==> src/rtl/cdu_pkg.sv <==
// ---------------------------------------------------------------------------
// cdu_pkg
// Types, widths and month tables of the calendar date unit.
// ---------------------------------------------------------------------------
`default_nettype none

package cdu_pkg;

    localparam int DAY_W   = 5;
    localparam int MONTH_W = 4;
    localparam int YEAR_W  = 14;
    localparam int QUO_W   = 8;   // year / 100 for 14-bit years
    localparam int WSUM_W  = 15;  // weekday sum before mod 7
    localparam int DOY_W   = 9;
    localparam int IN_W    = 24;
    localparam int OUT_W   = 48;

    localparam logic [MONTH_W-1:0] MONTH_JAN = 4'd1;
    localparam logic [MONTH_W-1:0] MONTH_FEB = 4'd2;
    localparam logic [MONTH_W-1:0] MONTH_DEC = 4'd12;

    // stage 1: raw date plus quotients by 100
    typedef struct packed {
        logic [DAY_W-1:0]   day;
        logic [MONTH_W-1:0] month;
        logic [YEAR_W-1:0]  year;
        logic [YEAR_W-1:0]  yy;       // year, less one for Jan/Feb
        logic [QUO_W-1:0]   y_q100;
        logic [QUO_W-1:0]   yy_q100;
    } s1_t;

    // stage 2: leap, month length, validity, weekday sum
    typedef struct packed {
        logic [DAY_W-1:0]   day;
        logic [MONTH_W-1:0] month;
        logic [YEAR_W-1:0]  year;
        logic               leap;
        logic [DAY_W-1:0]   dim;
        logic               valid;
        logic [WSUM_W-1:0]  wsum;
    } s2_t;

    // result item; last member sits in the lowest bits
    typedef struct packed {
        logic [DOY_W-1:0]   days_left_in_year;
        logic [DAY_W-1:0]   days_left_in_month;
        logic [2:0]         days_to_saturday;
        logic               is_business_day;
        logic               is_weekend;
        logic               is_sunday;
        logic [2:0]         weekday;
        logic [YEAR_W-1:0]  next_year;
        logic [MONTH_W-1:0] next_month;
        logic [DAY_W-1:0]   next_day;
        logic               date_valid;
    } out_t;

    // non-leap month length, 0 for codes that are no month
    function automatic logic [DAY_W-1:0] month_len(input logic [MONTH_W-1:0] m);
        logic [DAY_W-1:0] r;
        case (m)
            4'd1, 4'd3, 4'd5, 4'd7, 4'd8, 4'd10, 4'd12: r = 5'd31;
            4'd4, 4'd6, 4'd9, 4'd11:                     r = 5'd30;
            4'd2:                                        r = 5'd28;
            default:                                     r = 5'd0;
        endcase
        return r;
    endfunction

    // days before the first of the month, non-leap
    function automatic logic [DOY_W-1:0] days_before(input logic [MONTH_W-1:0] m);
        logic [DOY_W-1:0] r;
        case (m)
            4'd1:    r = 9'd0;
            4'd2:    r = 9'd31;
            4'd3:    r = 9'd59;
            4'd4:    r = 9'd90;
            4'd5:    r = 9'd120;
            4'd6:    r = 9'd151;
            4'd7:    r = 9'd181;
            4'd8:    r = 9'd212;
            4'd9:    r = 9'd243;
            4'd10:   r = 9'd273;
            4'd11:   r = 9'd304;
            4'd12:   r = 9'd334;
            default: r = 9'd0;
        endcase
        return r;
    endfunction

    // (31 * shifted month) / 12, reduced mod 7
    function automatic logic [2:0] month_key(input logic [MONTH_W-1:0] m);
        logic [2:0] r;
        case (m)
            4'd1:    r = 3'd0;
            4'd2:    r = 3'd3;
            4'd3:    r = 3'd2;
            4'd4:    r = 3'd5;
            4'd5:    r = 3'd0;
            4'd6:    r = 3'd3;
            4'd7:    r = 3'd5;
            4'd8:    r = 3'd1;
            4'd9:    r = 3'd4;
            4'd10:   r = 3'd6;
            4'd11:   r = 3'd2;
            4'd12:   r = 3'd4;
            default: r = 3'd0;
        endcase
        return r;
    endfunction

endpackage

`default_nettype wire

==> src/rtl/cdu_div100.sv <==
// ---------------------------------------------------------------------------
// cdu_div100
// Divide a 14-bit value by 100: multiply by 5243 / 2^19, exact below 16384.
// ---------------------------------------------------------------------------
`default_nettype none

module cdu_div100
    import cdu_pkg::*;
(
    input  wire logic [YEAR_W-1:0] num,
    output logic      [QUO_W-1:0]  quo
);

    localparam logic [12:0] RECIP_100 = 13'd5243;

    logic [YEAR_W+12:0] prod;

    assign prod = {13'd0, num} * {{YEAR_W{1'b0}}, RECIP_100};
    assign quo  = prod[YEAR_W+12 -: QUO_W];

endmodule

`default_nettype wire

==> src/rtl/calendar_date_unit_top.sv <==
// ---------------------------------------------------------------------------
// calendar_date_unit_top
// Stateless Gregorian date unit: next date, weekday and day counts.
// ---------------------------------------------------------------------------
// Usage:
//   Input channel s_*: one date per item (day, month, year in s_tdata).
//   Result channel m_*: one result item per input item, same order.
//   Invalid dates (bad month, day, or year 0 / above MAX_YEAR) give
//   date_valid = 0 and every other result field zero.
// Pipeline: three register stages; an accepted item moves from stage 1
//   through stage 2 into the output register, which drives m_tvalid.
// Throughput: one item per cycle while m_tready is high; three register stages
//   (divide by 100 -> leap/limits/weekday sum -> mod 7 and counts),
//   each stage holding one item with its own valid bit.
// Stall: when m_tready is low the output stage holds its item; upstream
//   stages keep moving until they fill, then s_tready drops. Nothing is
//   dropped or repeated.
// Reset: aresetn low (synchronous) clears all stage valid bits; the
//   pipeline comes up empty and ready.
// ---------------------------------------------------------------------------
`default_nettype none

module calendar_date_unit_top
    import cdu_pkg::*;
#(
    parameter int MAX_YEAR = 9999
) (
    input  wire logic             aclk,
    input  wire logic             aresetn,
    // tdata: day[4:0], month[8:5], year[22:9], zero pad [23]
    input  wire logic             s_tvalid,
    output logic                  s_tready,
    input  wire logic [IN_W-1:0]  s_tdata,
    // tdata: date_valid[0], next_day[5:1], next_month[9:6], next_year[23:10],
    //        weekday[26:24], is_sunday[27], is_weekend[28],
    //        is_business_day[29], days_to_saturday[32:30],
    //        days_left_in_month[37:33], days_left_in_year[46:38], pad [47]
    output logic                  m_tvalid,
    input  wire logic             m_tready,
    output logic [OUT_W-1:0]      m_tdata
);

    localparam logic [YEAR_W:0] MaxYearW = (YEAR_W + 1)'(MAX_YEAR);

    // ---- handshake / stage enables ----
    logic v1_reg, v1_next;
    logic v2_reg, v2_next;
    logic v3_reg, v3_next;
    logic en1, en2, en3;

    assign en3      = !v3_reg || m_tready;
    assign en2      = !v2_reg || en3;
    assign en1      = !v1_reg || en2;
    assign s_tready = en1;

    assign v1_next = en1 ? s_tvalid : v1_reg;
    assign v2_next = en2 ? v1_reg   : v2_reg;
    assign v3_next = en3 ? v2_reg   : v3_reg;

    always_ff @(posedge aclk) begin
        if (!aresetn) begin
            v1_reg <= 1'b0;
            v2_reg <= 1'b0;
            v3_reg <= 1'b0;
        end else begin
            v1_reg <= v1_next;
            v2_reg <= v2_next;
            v3_reg <= v3_next;
        end
    end

    // ---- stage 1: unpack, shifted year, quotients by 100 ----
    s1_t s1_reg, s1_next;
    logic [DAY_W-1:0]   in_day;
    logic [MONTH_W-1:0] in_month;
    logic [YEAR_W-1:0]  in_year;
    logic [YEAR_W-1:0]  in_yy;
    logic [QUO_W-1:0]   y_q100;
    logic [QUO_W-1:0]   yy_q100;

    assign in_day   = s_tdata[DAY_W-1:0];
    assign in_month = s_tdata[DAY_W +: MONTH_W];
    assign in_year  = s_tdata[DAY_W+MONTH_W +: YEAR_W];
    // Jan and Feb count as months 11 and 12 of the year before
    assign in_yy    = in_year - {{(YEAR_W-1){1'b0}}, (in_month <= MONTH_FEB)};

    cdu_div100 u_div_y (
        .num (in_year),
        .quo (y_q100)
    );

    cdu_div100 u_div_yy (
        .num (in_yy),
        .quo (yy_q100)
    );

    always_comb begin
        s1_next.day     = in_day;
        s1_next.month   = in_month;
        s1_next.year    = in_year;
        s1_next.yy      = in_yy;
        s1_next.y_q100  = y_q100;
        s1_next.yy_q100 = yy_q100;
    end

    always_ff @(posedge aclk) begin
        if (en1) begin
            s1_reg <= s1_next;
        end
    end

    // ---- stage 2: leap year, month length, validity, weekday sum ----
    s2_t s2_reg, s2_next;
    logic [YEAR_W:0]   hundreds;
    logic              div_100;
    logic              leap;
    logic [DAY_W-1:0]  dim;
    logic              month_ok;

    always_comb begin
        hundreds = {1'b0, s1_reg.y_q100, 6'd0} + {2'b0, s1_reg.y_q100, 5'd0}
                 + {5'b0, s1_reg.y_q100, 2'd0};
        div_100  = (hundreds == {1'b0, s1_reg.year});
        // by 4 and not by 100, or by 400
        leap     = (s1_reg.year[1:0] == 2'd0) && (!div_100 || s1_reg.y_q100[1:0] == 2'd0);
        if (s1_reg.month == MONTH_FEB) begin
            dim = leap ? 5'd29 : 5'd28;
        end else begin
            dim = month_len(s1_reg.month);
        end
        month_ok = s1_reg.month inside {[MONTH_JAN:MONTH_DEC]};

        s2_next.day   = s1_reg.day;
        s2_next.month = s1_reg.month;
        s2_next.year  = s1_reg.year;
        s2_next.leap  = leap;
        s2_next.dim   = dim;
        s2_next.valid = month_ok && (s1_reg.day != '0) && (s1_reg.day <= dim)
                      && (s1_reg.year != '0) && ({1'b0, s1_reg.year} <= MaxYearW);
        // d + yy + yy/4 - yy/100 + yy/400 + month key
        s2_next.wsum  = {{(WSUM_W-DAY_W){1'b0}}, s1_reg.day}
                      + {1'b0, s1_reg.yy}
                      + {3'b0, s1_reg.yy[YEAR_W-1:2]}
                      - {{(WSUM_W-QUO_W){1'b0}}, s1_reg.yy_q100}
                      + {{(WSUM_W-QUO_W+2){1'b0}}, s1_reg.yy_q100[QUO_W-1:2]}
                      + {{(WSUM_W-3){1'b0}}, month_key(s1_reg.month)};
    end

    always_ff @(posedge aclk) begin
        if (en2) begin
            s2_reg <= s2_next;
        end
    end

    // ---- stage 3: mod 7, next date, counts, output register ----
    out_t out_reg, out_next;
    logic [5:0]        fold1;
    logic [3:0]        fold2;
    logic [2:0]        wd;
    logic              last_day;
    logic [DOY_W-1:0]  doy;
    logic [DOY_W-1:0]  diy;

    always_comb begin
        // 8 = 1 mod 7: sum the octal digits, twice, then one correction
        fold1 = {3'b0, s2_reg.wsum[2:0]} + {3'b0, s2_reg.wsum[5:3]}
              + {3'b0, s2_reg.wsum[8:6]} + {3'b0, s2_reg.wsum[11:9]}
              + {3'b0, s2_reg.wsum[14:12]};
        fold2 = {1'b0, fold1[5:3]} + {1'b0, fold1[2:0]};
        wd    = (fold2 >= 4'd7) ? 3'(fold2 - 4'd7) : fold2[2:0];

        last_day = (s2_reg.day == s2_reg.dim);
        doy      = days_before(s2_reg.month) + {4'b0, s2_reg.day}
                 + {8'b0, (s2_reg.leap && s2_reg.month > MONTH_FEB)};
        diy      = s2_reg.leap ? 9'd366 : 9'd365;

        out_next = '0;
        if (s2_reg.valid) begin
            out_next.date_valid = 1'b1;
            if (last_day) begin
                out_next.next_day = 5'd1;
                if (s2_reg.month == MONTH_DEC) begin
                    out_next.next_month = MONTH_JAN;
                    out_next.next_year  = s2_reg.year + 14'd1;   // wraps past 14 bits
                end else begin
                    out_next.next_month = s2_reg.month + 4'd1;
                    out_next.next_year  = s2_reg.year;
                end
            end else begin
                out_next.next_day   = s2_reg.day + 5'd1;
                out_next.next_month = s2_reg.month;
                out_next.next_year  = s2_reg.year;
            end
            out_next.weekday            = wd;
            out_next.is_sunday          = (wd == 3'd0);
            out_next.is_weekend         = (wd == 3'd0) || (wd == 3'd6);
            out_next.is_business_day    = !((wd == 3'd0) || (wd == 3'd6));
            out_next.days_to_saturday   = 3'd6 - wd;
            out_next.days_left_in_month = s2_reg.dim - s2_reg.day + 5'd1;
            out_next.days_left_in_year  = diy - doy + 9'd1;
        end
    end

    always_ff @(posedge aclk) begin
        if (en3) begin
            out_reg <= out_next;
        end
    end

    assign m_tvalid = v3_reg;
    assign m_tdata  = {1'b0, out_reg};

endmodule

`default_nettype wire

==> config.mk <==
export PLATFORM = sky130hd
export DESIGN_NAME = calendar_date_unit_top
export DESIGN_NICKNAME = d
export VERILOG_FILES = /design/src/rtl/cdu_pkg.sv /design/src/rtl/cdu_div100.sv /design/src/rtl/calendar_date_unit_top.sv
export SDC_FILE = /design/constraint.sdc
export NUM_CORES = 1
export LEC_CHECK = 0
export ABC_CLOCK_PERIOD_IN_PS = 8810
export CAP_MARGIN = 20
export CORE_MARGIN = 3
export CORE_UTILIZATION = 50
export DETAILED_ROUTE_END_ITERATION = 7
export DONT_BUFFER_PORTS = 1
export GPL_ROUTABILITY_DRIVEN = 0
export PLACE_DENSITY = 0.61
export SLEW_MARGIN = 25
export SYNTH_ARGS = -nofsm -noshare
export SYNTH_HDL_FRONTEND = slang
export SYNTH_HIERARCHICAL = 1
export SYNTH_SLANG_ARGS = --single-unit
==> constraint.sdc <==
create_clock -name aclk -period 8.81 [get_ports aclk]
set_input_delay 0.4405 -clock aclk [delete_from_list [all_inputs] [get_ports aclk]]
set_output_delay 0.4405 -clock aclk [all_outputs]
set_load 0.005 [all_outputs]
* After elaboration in Yosys (flattened, before gate mapping)
Memory sizes are Yosys's and may differ from the RTL's. A register that Yosys moved wholly into a read port is not among the register bits. Index checks and enable logic that the tools add are counted.
Operators by class: add/subtract/negate cells 24, $mul 2, $lt $le $gt $ge 7, equal/unequal tests 5, multiplexer cells 10, bitwise operators 1, reductions and logical operators 23
Operator list (number):
- 14-bit by 13-bit multiplier with 27-bit output (second input constant) | 2
- 23-bit 2-to-1 mux | 1
- 18-bit 2-to-1 mux | 1
- 14-bit by 13-bit adder with 15-bit output | 1
- 15-bit by 10-bit adder with 15-bit output | 1
- 15-bit by 12-bit adder with 15-bit output | 1
- 15-bit by 3-bit adder with 15-bit output | 1
- 15-bit by 6-bit adder with 15-bit output | 1
- 5-bit by 14-bit adder with 15-bit output | 1
- 15-bit by 14-bit equality test with 1-bit output | 1
- 15-bit by 8-bit subtractor with 15-bit output | 1
- 14-bit by 1-bit adder with 14-bit output (second input constant) | 1
- 14-bit less-or-equal comparator (second input constant) | 1
- 14-bit nonzero test | 1
- 14-bit by 1-bit subtractor with 14-bit output | 1
- 4-bit 2-to-1 mux | 3
- 5-bit by 1-bit adder with 5-bit output (second input constant) | 2
- 9-bit by 1-bit adder with 9-bit output | 1
- 9-bit by 1-bit adder with 9-bit output (second input constant) | 1
- 9-bit by 5-bit adder with 9-bit output | 1
- 9-bit subtractor | 1
- 3-bit by 3-bit adder with 4-bit output | 2
- 1-bit logical AND | 7
- 5-bit by 3-bit adder with 6-bit output | 1
- 27 further kinds | 37
Storage, ports and cells: flip-flop bits (word level) 148, bits in read-only memories 272, output and inout port bits 50, logic and storage cells 103, memories kept 3
Memory list:
- (no name shown) | depth 16, width 9, read ports 1, clocked after memory_dff 1, write ports 0, line cdu_pkg.sv:73 | case (m)
- (no name shown) | depth 16, width 5, read ports 1, clocked after memory_dff 1, write ports 0, line cdu_pkg.sv:61 | case (m)
- (no name shown) | depth 16, width 3, read ports 1, clocked after memory_dff 1, write ports 0, line cdu_pkg.sv:94 | case (m)

* Depth between registers and ports, before layout
Gate-level depths: netlist of the first run.
depth in word-level cells 12, mapped depth 23, mapped depth without buffers 23

* Hierarchy
The synthesis of the first run kept the hierarchy.
Modules (own cells, without submodules):
- calendar_date_unit_top | times used 1, cells an instance 791, area each 9549.2 µm², sequential area each 4624.4 µm²
- cdu_div100 at u_div_yy | times used 1, cells an instance 334, area each 3380.7 µm², sequential area each 0.0 µm²
- cdu_div100 at u_div_y | times used 1, cells an instance 341, area each 3360.7 µm², sequential area each 0.0 µm²

* Least setup slack after synthesis of the first run
Ideal clock, no wire load.
path type input to register, from input port s_tdata[6], to register s1_reg[5] in the netlist's numbering (data pin), library setup time 0.261 ns, arrival time 6.023 ns, required time 8.549 ns, setup slack 2.526 ns, stages on the path 21, path buffers 0, cell sequence a211oi_1 ha_1 ha_1 nand2_1 or3_1 nor3_1 xor2_1 fa_1 ha_1 fa_1 fa_1 inv_1 fa_1 inv_1 ha_1 and3_4 a31o_2 o21ai_0 nand3_1 a41o_1 xor2_1
On the way: word-level cells in the longest chain between the ends 3
RTL lines:
- start, declared | line calendar_date_unit_top.sv:33 | input wire logic [IN_W-1:0] s_tdata,
- 4-bit by 2-bit less-or-equal comparator with 1-bit output | line calendar_date_unit_top.sv:85 | assign in_yy = in_year - {{(YEAR_W-1){1'b0}}, (in_month <= MONTH_FEB)};
- 14-bit by 1-bit subtractor with 14-bit output | line calendar_date_unit_top.sv:85
- net in_yy[10] | line calendar_date_unit_top.sv:77 | logic [YEAR_W-1:0] in_yy;
- 14-bit by 13-bit multiplier with 27-bit output | line cdu_div100.sv:18 | assign prod = {13'd0, num} * {{YEAR_W{1'b0}}, RECIP_100};
- net yy_q100[5] | line calendar_date_unit_top.sv:79 | logic [QUO_W-1:0] yy_q100;
- end signal, assigned | line calendar_date_unit_top.sv:108 | s1_reg <= s1_next;
- end, declared | line calendar_date_unit_top.sv:73 | s1_t s1_reg, s1_next;
The timed path passes the listed nets, and every way through them passes these cells. A chain may end at the register's enable or synchronous reset.

* Final worst setup path of the first run
Same ends and word-level chain as after synthesis.

==> results of run 1 <==
-- per-stage QoR --
stage | area, um2 | cells | util, %
5_1_grt | 17500 | 1932 | 54.9
4_1_cts | 17500 | 1932 | 54.9
3_5_place_dp | 16900 | 1900 | 53.1
2_1_floorplan | 16300 | 1466 | -
3_3_place_gp | 16800 | 1899 | 53.0
6_report | 17500 | 1932 | 54.9
-- cell usage in the layout (no fill, tap or decap), drive strengths merged, types with 8 or more instances in the layout --
cell type | Yosys | layout
and2 | 29 | 29
buf | 5 | 8
o21a | 10 | 10
nand4 | 10 | 10
edfxtp | 142 | 142
a21oi | 44 | 44
ha | 295 | 295
nor4 | 9 | 9
a21o | 19 | 19
nor3 | 17 | 17
nor2 | 48 | 48
nand2 | 48 | 48
dfxtp | 18 | 18
nand3 | 28 | 28
a211oi | 13 | 13
inv | 325 | 327
and3 | 15 | 15
mux2i | 13 | 13
fa | 167 | 167
o21ai | 32 | 32
nor2b | 15 | 15
xor2 | 24 | 24
xnor2 | 55 | 55
clkbuf | 4 | 20
-- cell type report --
| type | count | area, um2 | share of cell area [%] |
|---|---|---|---|
| sequential | 160 | 4620 | 26.5 |
| tap | 435 | 544 | 3.12 |
| clock inverter | 12 | 133 | 0.759 |
| timing repair buffer | 8 | 67.6 | 0.387 |
| clock buffer | 20 | 457 | 2.61 |
| inverter | 325 | 1220 | 6.98 |
| multi-input combinational | 972 | 10400 | 59.7 |
-- worst paths after layout --
path	start	to	slack (ns)	depth (start not counted)
worst min register to register	v2_reg$_SDFFE_PN0P_	m_tvalid$_SDFFE_PN0P_	0.46	1
worst min-delay path	s_tdata[5]	s1_reg[44]$_DFFE_PN_	0.10	0
worst max register to register	s2_reg[1]$_DFFE_PP_	m_tdata[28]$_SDFFCE_PN0P_	3.65	20
worst max-delay path	s_tdata[6]	s1_reg[5]$_DFFE_PN_	2.42	21
-- critical path: stages --
cell	delay (ns)
a211oi_1	0.27
ha_1	0.21
ha_1	0.20
nand2_1	0.11
or3_1	0.38
nor3_1	0.27
xor2_2	0.55
fa_1	0.53
ha_1	0.32
fa_1	0.49
fa_1	0.55
inv_1	0.06
fa_1	0.54
inv_1	0.05
ha_1	0.33
and3_4	0.20
a31o_2	0.25
o21ai_0	0.15
nand3_1	0.19
a41o_1	0.32
xor2_1	0.15
-- cells in the mapped netlist (4+ instances only) --
cell       number  area [um2]
nand3_1        27         135
a31oi_1         4        25.0
or2_2           4        25.0
nand4_1        10        62.6
xor2_1         24         210
a2111oi_0       4        35.0
fa_1          167        3340
a211oi_1        9        67.6
a21boi_0        7        52.6
edfxtp_1      142        4260
nor2_1         48         180
a21o_1         19         143
o21a_1         10        75.1
nand2b_1        4        25.0
and2_1         29         181
nand2_1        47         176
and3_1         13        81.3
nor2b_1        14        87.6
and4_1          6        52.6
xnor2_1        55         482
o21ai_0        29         145
mux2i_1        12         120
a21oi_1        41         205
clkbuf_1        4        15.0
dfxtp_1        18         360
ha_1          295        3690
a211oi_2        4        50.1
inv_1         325        1220
nor3_1         16        80.1
o41ai_1         4        35.0
nor4_1          9        56.3
-- layer usage --
layer  part of all wire (%)  wire (um)  track usage [%]
met1                     46      13700             23.7
met2                     49      14500             31.7
met3                    2.4        700             2.61
met4                    2.1        619             5.32
met5                      0          0                0
-- kinds of logic after synthesis --
logic type	Yosys count	synth area share, %
AND/OR/NAND/NOR	246	7.98
multiplexers	15	0.960
flip-flops	160	28.4
XOR/XNOR	79	4.25
adder cells (fa/ha/maj)	462	43.2
AO/OA/AOI/OAI	169	7.46
other	1	0.0230
buffers and inverters	334	7.76
==> qor.yml, run 1 <==
worst_slew_pin_slew_ns: 0.885
wl_um: 29500
critPathLaunchType: "primary input"
dieArea_um2: 34800
synth.avg_cell_area_um2: 11.1
cts_sinks: 160
cts_buffer_depth: 2
synth_warnings: 6
slew_violations: 0
critical_path_class: "primary input to flip-flop"
path_clk_slew_ns: 0.06
worst_ep_arrival_time_ns: 6.57
die_y_um: 187
wl_per_cell_um: 15.3
core-area_um2: 31800
ctsResizeCount: 0
num_vias: 9826
dp_hpwl_um: 24900
cts_tree: "done"
setup_viol: 0
cts_hold_buf: 0
diodes: 0
grt-ovfl-total: 0
syn_to_final_growth_pct: 7.24
hold_ws_ns: 0.101
grt_max_degree: 61
pre_cts_ws_ns: 1.68
synth_area_um2: 16300
hold_class: "primary input to flip-flop"
start_util_pct: 51.2
htreeDepth: 4
synth_seq_cells: 160
setup_ws_ns: 2.42
track_usage_pct: 18.2
synth_edf_count: 142
std_cell_rows: 65
maxSlewHeadroom_pct: 40.8
period_share_pct: 72.6
syn-instance-count: 1466
clock.fmax_mhz: 156
clk_latency_ns: 0.43
antenna_left: 0
async_flop_share_pct: 0
drive_above_1_share_pct: 4.81
drt_first_pass_iters: 5
endpoint_kind: "flip-flop"
viasPerCell: 5.09
required_ns: 8.99
rsz0062_at_grt: "no"
synthDistinctLibCells: 75
clock_skew_ns: 0.00756
fin_tns_setup_ns: 0
die_w_um: 187
grt_pass1_vias: 10400
hold_violations: 0
post_cts_buffers: 0
grt_pass1_wl_um: 51100
min_period_ns: 6.39
cts-buffers-inserted: 17
io_pins: 78
syn-num-nets: 1956
root_buffer: "clkbuf_16"
antenna_found_initial: 0
nFillCells: 2761
drc: 0
cp_max_fo: 7
synth-main-ff-cell: "edfxtp_1"
status: "finished clean"
largest_reg_flops: 53
place.port_buffers: 0
maxCapViolCount: 0
drt_iter0_drc: 344
synth-seq-area-share_pct: 28.4
fin_nets: 1974
Power of run 1 is left out: the tool's default activity adds up to more than one toggle a clock period on the data nets, which glitch-free logic cannot reach.
==> inputs of run 2 (changes only) <==
Settings changed: ABC_CLOCK_PERIOD_IN_PS 8810 to 5700, PLACE_DENSITY 0.61 to 0.64.
Clock period 8.81 ns to 5.7 ns, I/O delays scaled along.
==> run 2 against run 1 <==
Utilization grew 2.6 points. First-iteration DRC count up 13%. Largest cell class unchanged. Non-clock buffer count up 79. Sequential share of layout area decreased by 1.2 points. Critical path type unchanged. Register-to-register slack got worse by 3.1 ns. Critical path depth grew 3. Via count up 4.4%. Routed wire length up 5.5%. Global-route usage up 0.60 points. Count of clock-buffer cells in the layout is the same. Hold slack worse by 0.0060 ns. Die area unchanged.
==> qor.yml, run 2 (synthesis gave the netlist of run 1 again) <==
cp_max_fo: 7  # unchanged
fin_area_um2: 18300  # was 17500 um2
status: "finished clean"  # unchanged
multi_input_area_um2: 10500  # was 10400 um2
drt_iter0_drc: 389  # was 344
layout_commonest_cell: "inv_1"  # unchanged
drive_above_1_share_pct: 8.57  # was 4.81%
root_buffer: "clkbuf_16"  # unchanged
core-area_um2: 31800  # unchanged
worstHoldStart: "m_tready"  # was s_tdata[5]
clock_skew_ns: 0.0109  # was 0.00756 ns
num_vias: 10300  # was 9826
cts_tree: "done"  # unchanged
place.port_buffers: 0  # unchanged
std_cell_rows: 65  # unchanged
slew_violations: 0  # unchanged
drc: 0  # unchanged
maxSlewHeadroom_pct: 37.6  # was 40.8%
critPathLaunchType: "primary input"  # unchanged
syn_to_final_growth_pct: 12.3  # was 7.24%
setup_viol: 0  # unchanged
die_w_um: 187  # unchanged
r2r_start: "s2_reg[1]$_DFFE_PP_"  # unchanged
wl_um: 31200  # was 29500 um
grt_pass1_wl_um: 52800  # was 51100 um
grt-ovfl-total: 0  # unchanged
clock.fmax_mhz: 177
endpoint_kind: "flip-flop"  # unchanged
grt_pass1_vias: 10700  # was 10400
min_period_ns: 5.65
maxCapViolCount: 0  # unchanged
place_area_um2: 17300  # was 16900 um2
clk_latency_ns: 0.43  # about the same
dp_hpwl_um: 26000  # was 24900 um
required_ns: 5.87  # was 8.99 ns
worst_ep_arrival_time_ns: 5.82  # was 6.57 ns
path_clk_slew_ns: 0.06  # about the same
antenna_left: 0  # unchanged
io_pins: 78  # unchanged
hold_violations: 0  # unchanged
diodes: 0  # unchanged
cp-startpoint: "s_tdata[5]"  # was s_tdata[6]
grt_max_degree: 61  # unchanged
drt_first_pass_iters: 5  # unchanged
nFillCells: 2654  # was 2761
cts_buffer_depth: 2  # unchanged
viasPerCell: 5.10  # was 5.09
die_y_um: 187  # unchanged
cts_sinks: 160  # unchanged
fin_nets: 2053  # was 1974
period_share_pct: 99.1
dieArea_um2: 34800  # unchanged
critical_path_class: "primary input to flip-flop"  # unchanged
seq_area_um2: 4620  # unchanged
track_usage_pct: 18.8  # was 18.2%
rsz0062_at_grt: "yes"  # was no
cts-buffers-inserted: 17  # unchanged
worst_slew_pin_slew_ns: 0.910  # was 0.885 ns
layout_common_cells: "323 x inv_1, 291 x ha_1, 167 x fa_1"  # was 324 x inv_1, 295 x ha_1, 167 x fa_1
start_util_pct: 51.2  # unchanged
antenna_found_initial: 0  # unchanged
htreeDepth: 4  # unchanged
largest_reg_flops: 53  # unchanged
hold_class: "primary input to flip-flop"  # unchanged
wl_per_cell_um: 15.5  # was 15.3 um
## run 2: worst paths after layout
path         cells after the start                         to  slack (ns)
max                             24        s1_reg[6]$_DFFE_PN_        0.05
min                              2      m_tvalid$_SDFFE_PN0P_         0.1
max reg2reg                     20  m_tdata[28]$_SDFFCE_PN0P_        0.53
min reg2reg                      1      m_tvalid$_SDFFE_PN0P_        0.46
## run 2: critical path: stages
cell      delay, ns
a211oi_4       0.29
ha_2           0.27
ha_4           0.14
nand2_2        0.05
or3_4          0.38
nor3_4         0.25
xor2_4         0.18
buf_12         0.14
fa_1           0.42
ha_1           0.28
inv_1          0.04
fa_1           0.49
inv_2          0.04
fa_1           0.50
inv_1          0.05
fa_1           0.48
inv_1          0.06
ha_4           0.25
a211oi_2       0.22
o21bai_2       0.15
o311ai_4       0.23
nand3_2        0.16
a221oi_2       0.33
xnor2_1        0.11
## run 2: cell type report
class,count,share of cell area (%)
Clock buffer,20,2.39
Clock inverter,12,1.14
Inverter,325,6.67
Multi-Input combinational cell,972,57.5
Sequential cell,160,25.3
Tap cell,435,2.97
Timing Repair Buffer,87,4.02
## run 2: what timing repair did
| item | 4_1_cts | 5_1_grt |
|---|---|---|
| hold endpoints to repair | 26 | 0 |
| buffers inserted | 0 | 4 |
| gates resized for setup | 0 | 7 |
| pin swaps | 1 | 11 |
| setup endpoints to repair | 2 | 4 |
| hold buffers | 25 | 0 |
## run 2: metal layers
metal	global-route usage, %	vias up	routed length, um	part of all wire, %
met4	4.94	0	483	1.6
met3	2.57	30	1040	3.3
met2	32.6	190	15600	50
li1	-	5099	-	-
met5	0	-	0	0
met1	24.9	4938	14100	45
## run 2: per-stage QoR
| stage | utilization (%) | instances | worst slack [ns] | hold WS [ns] | TNS [ns] |
|---|---|---|---|---|---|
| global placement | 54.5 | 1950 | -0.361 | 0.384 | -1.89 |
| detailed placement | 54.5 | 1950 | -0.488 | 0.384 | -2.70 |
| global route | 57.5 | 2011 | -0.141 | 0.0846 | -0.268 |
| finish | 57.5 | 2011 | 0.0511 | 0.0955 | 0 |
| floorplan | - | 1466 | -0.105 | 0.384 | -0.235 |
| CTS | 57.3 | 2007 | 0.0214 | 0.0783 | 0 |
Power of run 2 is left out for the same reason.
